==> src/rtl/knn_dist.sv <==
`timescale 1ns / 1ps
`default_nettype none
module knn_dist #(
  parameter int unsigned DW = 40
) (
  input  wire logic          clk,
  input  wire logic          clr,
  input  wire logic          acc_en,
  input  wire logic [15:0]   qv,
  input  wire logic [15:0]   tv,
  output logic [DW-1:0]      sum
);
  logic [16:0] diff_r;
  logic        sq_vld_r;
  logic [DW-1:0] sum_r;
  logic signed [16:0] d;
  logic [33:0] sq;
  assign d = $signed({qv[15], qv}) - $signed({tv[15], tv});
  assign sq = 34'(diff_r) * 34'(diff_r);
  always_ff @(posedge clk) begin
    diff_r <= d[16] ? 17'(-d) : 17'(d);
    sq_vld_r <= acc_en;
    if (clr) begin
      sum_r <= '0;
    end else if (sq_vld_r) begin
      sum_r <= sum_r + DW'(sq);
    end
  end
  assign sum = sum_r;
endmodule
`default_nettype wire

==> config.mk <==
export PLATFORM = sky130hd
export DESIGN_NAME = knn_dist
export DESIGN_NICKNAME = d
export VERILOG_FILES = /design/src/rtl/knn_dist.sv
export SDC_FILE = /design/constraint.sdc
export NUM_CORES = 1
export LEC_CHECK = 0
export ABC_CLOCK_PERIOD_IN_PS = 6300
export BUFFER_PORTS_ARGS = -buffer_cell sky130_fd_sc_hd__buf_2
export CORE_MARGIN = 10
export CORE_UTILIZATION = 50
export CTS_CLUSTER_DIAMETER = 120
export DETAILED_ROUTE_END_ITERATION = 10
export PLACE_DENSITY_LB_ADDON = 0.05
export SYNTH_ARGS = -nofsm -noshare
export SYNTH_HDL_FRONTEND = slang
export SYNTH_SLANG_ARGS = --single-unit
==> constraint.sdc <==
create_clock -name clk -period 6.3 [get_ports clk]
set_input_delay 0 -clock clk [delete_from_list [all_inputs] [get_ports clk]]
set_output_delay 0 -clock clk [all_outputs]
set_load 0.03 [all_outputs]
==> results of run 1 <==
[timing repair]
action,4_1_cts,5_1_grt
hold endpoints to repair,1,0
hold buffers,1,0
setup endpoints to repair,14,16
buffers inserted,0,2
pin swaps,0,12
resized for setup,5,46
[flip-flops by register name, indices dropped and copies added (netlist names)]
name	count
diff_r	17
sq_vld_r	1
sum	40
[critical path, cell delays in order (launching register included)]
cell and delay (ps):
dfxtp_2 340, buf_4 150, and2_4 170, fa_1 490
inv_1 60, fa_1 530, inv_1 60, fa_1 460
fa_1 500, inv_1 60, fa_1 580, inv_1 70
fa_1 480, ha_1 320, and2_1 170, a221o_1 370
a221oi_4 320, a21boi_4 130, a31oi_2 190, mux2_2 340
a31o_2 210
[worst paths after layout]
| check | depth (start not counted) | from | endpoint |
|---|---|---|---|
| max | 20 | diff_r[12]$_DFF_P_ | sum[33]$_SDFFE_PP0P_ |
| min | 3 | tv[0] | diff_r[0]$_DFF_P_ |
| max reg2reg | 20 | diff_r[12]$_DFF_P_ | sum[33]$_SDFFE_PP0P_ |
| min reg2reg | 2 | sum[34]$_SDFFE_PP0P_ | sum[34]$_SDFFE_PP0P_ |
[cell families (layout without fill, tap and decap cells)]
kind of cell | count (synthesis) | count (layout) | share of synthesized area [%]
compound gates | 166 | 166 | 9.455
xor+xnor | 55 | 55 | 3.800
fa+ha+maj | 357 | 357 | 48.56
buf+inv | 446 | 574 | 13.25
flops | 58 | 58 | 9.159
mux | 26 | 26 | 2.112
simple gates | 351 | 351 | 13.67
[placed cells by master (no fill, tap or decap), types with 9 or more instances in the layout]
cell | netlist | routed
inv_1 | 405 | 405
fa_1 | 225 | 225
ha_1 | 132 | 127
nand2_1 | 113 | 113
buf_4 | 1 | 75
buf_2 | 1 | 74
nor2_1 | 72 | 70
and2_1 | 51 | 49
dfxtp_1 | 58 | 42
xnor2_1 | 39 | 39
a21oi_1 | 39 | 34
nand3_1 | 27 | 27
a21o_1 | 21 | 21
mux2i_1 | 20 | 20
o21ai_0 | 22 | 18
a31oi_1 | 17 | 16
nor3_1 | 17 | 16
xor2_1 | 16 | 15
nor2b_1 | 12 | 12
and3_1 | 9 | 9
nand4_1 | 9 | 9
clkbuf_16 | 0 | 9
dfxtp_2 | 0 | 9
[through the flow]
step           worst slack, ps  TNS, ps  cell area [µm²]  instances  util (%)
2_1_floorplan            125.6        0            12680       1459         -
3_3_place_gp            -136.8   -702.2            13870       1898     55.41
3_5_place_dp            -245.8    -1752            13870       1898     55.41
4_1_cts                 0.2984        0            14220       1915     56.80
5_1_grt                 -1.859   -1.859            14380       1917     57.45
6_report                 207.8        0            14380       1917     57.45
[per-layer routing]
metal / wire length (µm) / up-vias
li1: - / 4753
met1: 13860 / 4787
met2: 15480 / 132
met3: 838 / 15
met4: 227 / 0
met5: 0 / -
[final cells by class]
| type | count | area (µm²) |
|---|---|---|
| multi-input cells | 955 | 9943 |
| inverters | 405 | 1520 |
| repair buffers | 153 | 977.2 |
| fillers | 2394 | 10650 |
| clock inverters | 4 | 73.82 |
| well taps | 330 | 412.9 |
| clock buffers | 12 | 256.5 |
| flip-flops and latches | 58 | 1199 |
==> flow_metrics.py, run 1 <==
metrics = {
    "sta": {
        "max_clock_freq_mhz": 164.1,
        "skew_ps": 9.971,
        "relSlewSlack_pct": 48.88,
        "hold-worst-slack_ps": 24.01,
        "period_share_pct": 96.70,
        "final_max_slew_viol_count": 0,
        "setup_viol": 0,
        "tightestPinTransition_ps": 764.4,
        "hold_viol": 0,
        "fin_crit_ps": 6092,
    },
    "clocking": {
        "htreeDepth": 3,
        "clockBufferDepth": 2,
        "clk_pin_slew_ps": 60,
        "clkLatencyLatePin_ps": 340,
        "tritoncts": "done",
        "cts_made_buffers": 9,
        "cts_sinks": 58,
        "clock-root-buffer": "clkbuf_16",
    },
    "place": {
        "io_buffers": 74,
        "place_congestion": 0.8790,
        "dpl.hpwl_um": 26070,
    },
    "worst_setup_path": {
        "cp-end-kind": "register",
        "crit_type": "reg2reg",
        "cp-start-kind": "register",
        "crit_required_ps": 6530,
        "crit_fanout": 5,
        "rrSetupSlack_ps": 210,
        "critical_path_arrival_ps": 6320,
    },
    "outcome": {
        "outcome": "finished, final reports clean",
    },
    "routing": {
        "drt_iter0_markers": 494,
        "viasPerCell": 5.053,
        "wl_per_cell_um": 15.86,
        "num_vias": 9687,
        "ant_nets": 0,
        "first_pass_iters": 5,
        "drc": 0,
        "wl_um": 30400,
    },
    "floorplanning": {
        "design.die.area_um2": 32120,
        "initial_utilization_pct": 50.63,
        "die_width_um": 179.2,
        "core_area_um2": 25040,
        "row_count": 58,
        "pin_count": 75,
        "die_y_um": 179.2,
    },
    "synthesis": {
        "yosys.cell_count.top_type": "inv_1",
        "yosysWarnings": 0,
        "yosysTopAreaCell": "fa_1",
        "syn_area_per_cell_um2": 8.689,
        "synth-seq-area-share_pct": 9.159,
        "ys_types": 78,
        "ys_seq_elements": 58,
        "syn-instance-count": 1459,
        "synth_edf_count": 0,
        "syn-num-nets": 1851,
        "synth_common_cells": "405 x inv_1, 225 x fa_1, 132 x ha_1, 113 x nand2_1, 72 x nor2_1",
        "yosys-top-cells-area": "fa_1 36%, ha_1 13%, inv_1 12%, dfxtp_1 9.2%, nand2_1 3.3%",
        "post-synth-top-area-fraction_pct": 35.53,
        "synth_top_flop_cell": "dfxtp_1",
        "netlist_area_um2": 12680,
        "synthArstFlopShare_pct": 0,
    },
    "layout": {
        "diodes": 0,
        "syn2layout_area_growth_pct": 13.45,
        "layout-drive-gt1-share_pct": 14.68,
        "nets": 1974,
    },
    "grt": {
        "grt_use_met3_pct": 2.169,
        "grt_pass1_vias": 10190,
        "antenna_found_initial": 0,
        "grt_usage_pct": 20.11,
        "met2_usage_pct": 35.32,
        "grt_busiest_layer": "met2",
        "grt_use_met1_pct": 26.71,
        "grt_first_pass_wirelength_um": 51560,
        "grt_overflow": 0,
        "grt_max_degree": 56,
    },
    "flow_run": {
        "cap_violations": 0,
    },
    "hold_path": {
        "holdCritPathClass": "in2reg",
    },
}
Power of run 1 is not shown: default switching activity piles up to over one toggle a cycle in this logic, so the estimate is an artifact.
==> run 2: changes to the inputs <==
--- a/config.mk
+++ b/config.mk
@@ -5,12 +5,13 @@
 export SDC_FILE = /design/constraint.sdc
 export NUM_CORES = 1
 export LEC_CHECK = 0
-export ABC_CLOCK_PERIOD_IN_PS = 6300
+export ABC_CLOCK_PERIOD_IN_PS = 7700
 export BUFFER_PORTS_ARGS = -buffer_cell sky130_fd_sc_hd__buf_2
 export CORE_MARGIN = 10
 export CORE_UTILIZATION = 50
 export CTS_CLUSTER_DIAMETER = 120
 export DETAILED_ROUTE_END_ITERATION = 10
+export GPL_ROUTABILITY_DRIVEN = 1
 export PLACE_DENSITY_LB_ADDON = 0.05
 export SYNTH_ARGS = -nofsm -noshare
 export SYNTH_HDL_FRONTEND = slang
==> constraint.sdc (replaced) <==
create_clock -name clk -period 7.7 [get_ports clk]
set_input_delay 0 -clock clk [delete_from_list [all_inputs] [get_ports clk]]
set_output_delay 0 -clock clk [all_outputs]
set_load 0.03 [all_outputs]
==> flow_metrics.py, run 2 (synthesis results as in run 1) <==
metrics = {
    "routing": {
        "wl_met2_um": 15430,
        "wl_um": 30410,
        "wl_per_cell_um": 16.49,
        "wl_met1_um": 13510,
        "route.met3.wl_um": 1083,
        "viasPerCell": 5.123,
        "num_vias": 9447,
        "drt_iter0_markers": 540,
        "highest_layer": "met4",
        "drc": 0,
        "ant_nets": 0,
        "first_pass_iters": 7,
    },
    "hold_path": {
        "holdCritPathClass": "in2reg",
    },
    "worst_setup_path": {
        "rrSetupSlack_ps": 730,
        "cp-start-kind": "register",
        "crit_fanout": 18,
        "r2r_start": "diff_r[4]$_DFF_P_",
        "rr_endpoint": "sum[33]$_SDFFE_PP0P_",
        "critical_path_arrival_ps": 7200,
        "r2r_cells": 19,
        "cp-end-kind": "register",
        "crit_required_ps": 7940,
        "crit_type": "reg2reg",
        "critPathCapture": "sum[33]$_SDFFE_PP0P_",
        "startpoint": "diff_r[4]$_DFF_P_",
    },
    "grt": {
        "grt_max_degree": 56,
        "grt_usage_pct": 20.21,
        "grt_overflow": 0,
        "grt_first_pass_wirelength_um": 51220,
        "antenna_found_initial": 0,
        "grt_pass1_vias": 9957,
    },
    "layout": {
        "nets": 1901,
        "instances_no_fill": 1844,
        "diodes": 0,
        "syn2layout_area_growth_pct": 7.659,
        "largest_reg_flops": 40,
        "layout_common_cells": "405 x inv_1, 225 x fa_1, 132 x ha_1",
        "layout-drive-gt1-share_pct": 8.322,
        "layout_commonest_cell": "inv_1",
    },
    "clocking": {
        "clock-root-buffer": "clkbuf_16",
        "clockBufferDepth": 2,
        "cts_setup_buffers": 0,
        "clkLatencyLatePin_ps": 340,
        "tritoncts": "done",
        "cts_sinks": 58,
        "clk_pin_slew_ps": 60,
        "htreeDepth": 3,
        "cts_made_buffers": 9,
    },
    "place": {
        "dpl.hpwl_um": 25270,
        "io_buffers": 74,
        "place_congestion": 0.8772,
        "placed_cells": 1827,
    },
    "outcome": {
        "outcome": "finished, final reports clean",
    },
    "floorplanning": {
        "die_width_um": 179.2,
        "row_count": 58,
        "die_y_um": 179.2,
        "core_area_um2": 25040,
        "design.die.area_um2": 32120,
        "pin_count": 75,
        "initial_utilization_pct": 50.63,
    },
    "sta": {
        "period_share_pct": 90.47,
        "tightestPinTransition_ps": 895.5,
        "setup-tns-final_ps": 0,
        "rsz0062_at_grt": "no",
        "final_max_slew_viol_count": 0,
        "hold_viol": 0,
        "skew_ps": 11.68,
        "fin_crit_ps": 6966,
        "relSlewSlack_pct": 40.22,
        "max_clock_freq_mhz": 143.5,
        "setup_viol": 0,
    },
    "flow_run": {
        "cap_violations": 0,
    },
}
[run 2: cell types whose count changed in the layout (fill, tap and decap cells not counted), sizes merged]
cell      previous run  this run
buf                152        79
clkinvlp             0         1
bufinv               2         1
[run 2: routing by layer]
metal | track usage (%) | vias to the layer above
met2 | 35.40 | 172
met3 | 1.959 | 24
met5 | 0 | -
met4 | 3.963 | 0
li1 | - | 4593
met1 | 26.65 | 4658
[run 2: timing repair]
item	4_1_cts	5_1_grt
resized for setup	0	0
hold endpoints to repair	1	0
hold buffers	1	0
[run 2: worst min path at each step]
stage	start	endpoint	slack, ps	depth (start not counted)
floorplan	acc_en	sq_vld_r$_DFF_P_	30	0
global placement	acc_en	sq_vld_r$_DFF_P_	100	1
detailed placement	acc_en	sq_vld_r$_DFF_P_	110	1
CTS	tv[0]	diff_r[0]$_DFF_P_	10	3
global route	tv[0]	diff_r[0]$_DFF_P_	60	3
finish	tv[0]	diff_r[0]$_DFF_P_	20	3
[run 2: worst max-delay path, cell delays in order (launching register included)]
cell and delay, ps:
dfxtp_1 900, nand2_1 260, fa_1 570, fa_1 540, inv_1 50, fa_1 490, inv_1 50, fa_1 580
fa_1 460, fa_1 490, inv_1 40, ha_1 330, a21o_1 190, a21oi_1 260, o21ai_0 230, a221oi_2 450
a21boi_2 190, a31oi_1 220, mux2_2 350, a31o_2 210
[run 2: cell type report]
class	instances	area, µm²
clock buffer	12	246.5
fill	2383	11390
clock inverter	4	51.30
inverter	405	1520
sequential	58	1162
timing repair buffer	80	417.9
multi-input combinational	955	9837
tap	330	412.9
[run 2: stage by stage]
stage | hold slack [ps] | utilization [%] | instance area (µm²) | setup WS [ps]
floorplan | 27.72 | - | 12680 | 1526
global placement | 103.7 | 53.28 | 13340 | 955.8
detailed placement | 107.3 | 53.28 | 13340 | 819.3
CTS | 14.09 | 54.51 | 13650 | 820.5
global route | 62.94 | 54.51 | 13650 | 332.6
finish | 17.87 | 54.51 | 13650 | 733.6
Power of run 2 is left out for the same reason.
==> run 3: changes to the inputs <==
--- a/config.mk
+++ b/config.mk
@@ -7,6 +7,8 @@
 export LEC_CHECK = 0
 export ABC_CLOCK_PERIOD_IN_PS = 7700
 export BUFFER_PORTS_ARGS = -buffer_cell sky130_fd_sc_hd__buf_2
+export CELL_PAD_IN_SITES_DETAIL_PLACEMENT = 1
+export CELL_PAD_IN_SITES_GLOBAL_PLACEMENT = 1
 export CORE_MARGIN = 10
 export CORE_UTILIZATION = 50
 export CTS_CLUSTER_DIAMETER = 120
==> flow_metrics.py, run 3 (synthesis results as in run 1) <==
metrics = {
    "outcome": {
        "outcome": "finished, final reports clean",
    },
    "clocking": {
        "htreeDepth": 3,
        "tritoncts": "done",
        "clk_pin_slew_ps": 60,
        "clockBufferDepth": 2,
        "cts_sinks": 58,
        "clock-root-buffer": "clkbuf_16",
        "cts_setup_buffers": 0,
        "cts_resized": 0,
        "cts_made_buffers": 9,
        "hold_buffers": 1,
        "clkLatencyLatePin_ps": 350,
    },
    "layout": {
        "layout_common_cells": "405 x inv_1, 225 x fa_1, 132 x ha_1",
        "fill_cells": 3017,
        "syn2layout_area_growth_pct": 7.955,
        "largest_reg_flops": 40,
        "nets": 1902,
        "layout-drive-gt1-share_pct": 8.515,
        "layout_commonest_cell": "inv_1",
        "diodes": 0,
    },
    "grt": {
        "grt_first_pass_wirelength_um": 57330,
        "grt_overflow": 0,
        "grt_usage_pct": 22.74,
        "grt_max_degree": 56,
        "antenna_found_initial": 0,
        "grt_pass1_vias": 11160,
    },
    "routing": {
        "viasPerCell": 5.328,
        "ant_nets": 0,
        "first_pass_iters": 5,
        "drc": 0,
        "drt_iter0_markers": 423,
        "num_vias": 9830,
        "wl_per_cell_um": 18.83,
        "wl_um": 34740,
    },
    "place": {
        "io_buffers": 74,
        "place_congestion": 0.8530,
        "dpl.hpwl_um": 28720,
    },
    "sta": {
        "setup-tns-final_ps": 0,
        "max_clock_freq_mhz": 142.8,
        "rsz0062_at_grt": "no",
        "hold_viol": 0,
        "relSlewSlack_pct": 32.39,
        "setup_viol": 0,
        "fin_crit_ps": 7005,
        "skew_ps": 14.78,
        "period_share_pct": 90.97,
        "tightestPinTransition_ps": 1013,
        "final_max_slew_viol_count": 0,
    },
    "worst_setup_path": {
        "r2r_cells": 20,
        "rrSetupSlack_ps": 700,
        "critPathCapture": "sum[35]$_SDFFE_PP0P_",
        "startpoint": "diff_r[5]$_DFF_P_",
        "crit_required_ps": 7990,
        "r2r_start": "diff_r[5]$_DFF_P_",
        "crit_type": "reg2reg",
        "rr_endpoint": "sum[35]$_SDFFE_PP0P_",
        "crit_fanout": 18,
        "cp-start-kind": "register",
        "cp-end-kind": "register",
        "critical_path_arrival_ps": 7290,
    },
    "floorplanning": {
        "die_y_um": 179.2,
        "pin_count": 75,
        "row_count": 58,
        "core_area_um2": 25040,
        "die_width_um": 179.2,
        "initial_utilization_pct": 50.63,
        "design.die.area_um2": 32120,
    },
    "hold_path": {
        "holdCritPathClass": "in2reg",
    },
    "flow_run": {
        "cap_violations": 0,
    },
}
==> run 3: cell count changes in the layout (fill, tap and decap cells not counted) <==
cell,delta
clkbuf_1,-2
buf_4,+1
bufinv_16,+1
clkinv_4,-1
clkinvlp_4,+1
inv_6,+1
==> run 3: area by class of cell <==
cell class	instances	area, µm²	share of cell area (%)
Clock inverter	6	88.84	0.6491
Inverter	405	1520	11.11
Clock buffer	10	239.0	1.746
Tap cell	330	412.9	3.017
Sequential cell	58	1162	8.493
Timing Repair Buffer	81	425.4	3.108
Multi-Input combinational cell	955	9837	71.88
==> run 3: worst min-delay path by stage <==
stage / start / endpoint / slack, ps / depth (start not counted)
floorplan: acc_en / sq_vld_r$_DFF_P_ / 30 / 0
global placement: acc_en / sq_vld_r$_DFF_P_ / 100 / 1
detailed placement: acc_en / sq_vld_r$_DFF_P_ / 110 / 1
CTS: tv[0] / diff_r[0]$_DFF_P_ / 70 / 3
global route: tv[0] / diff_r[0]$_DFF_P_ / 90 / 3
finish: tv[0] / diff_r[0]$_DFF_P_ / 80 / 3
==> run 3: worst max-delay path: stages, from the launching register on <==
cell and delay [ps]:
dfxtp_1 980, nand2_1 330, fa_1 590, inv_1 60, fa_1 500, inv_1 50, fa_1 490, inv_1 60
fa_1 510, fa_1 510, inv_1 60, fa_1 470, inv_1 40, ha_1 350, nand2_1 140, o21ai_0 430
a221oi_2 180, a21boi_2 340, a31oi_1 240, or4_1 520, nand3_1 90
==> run 3: per-stage QoR <==
stage / hold slack [ps] / worst slack (ps) / utilization, % / instance area (µm²) / instances
after floorplan: 27.72 / 1526 / - / 12680 / 1459
after global placement: 104.2 / 936.8 / 53.31 / 13350 / 1828
after detailed placement: 106.7 / 755.1 / 53.31 / 13350 / 1828
after CTS: 73.14 / 696.1 / 54.66 / 13690 / 1845
after global routing: 89.64 / 344.5 / 54.66 / 13690 / 1845
final: 79.20 / 695.3 / 54.66 / 13690 / 1845
==> run 3: per-layer routing <==
metal | up-vias | track usage (%) | share of wire (%)
li1 | 4596 | - | -
met1 | 5021 | 27.34 | 41
met2 | 156 | 41.44 | 53
met4 | 0 | 6.594 | 2.7
met5 | - | 0 | 0
met3 | 57 | 2.991 | 3.6
Power of run 3 is left out for the same reason.
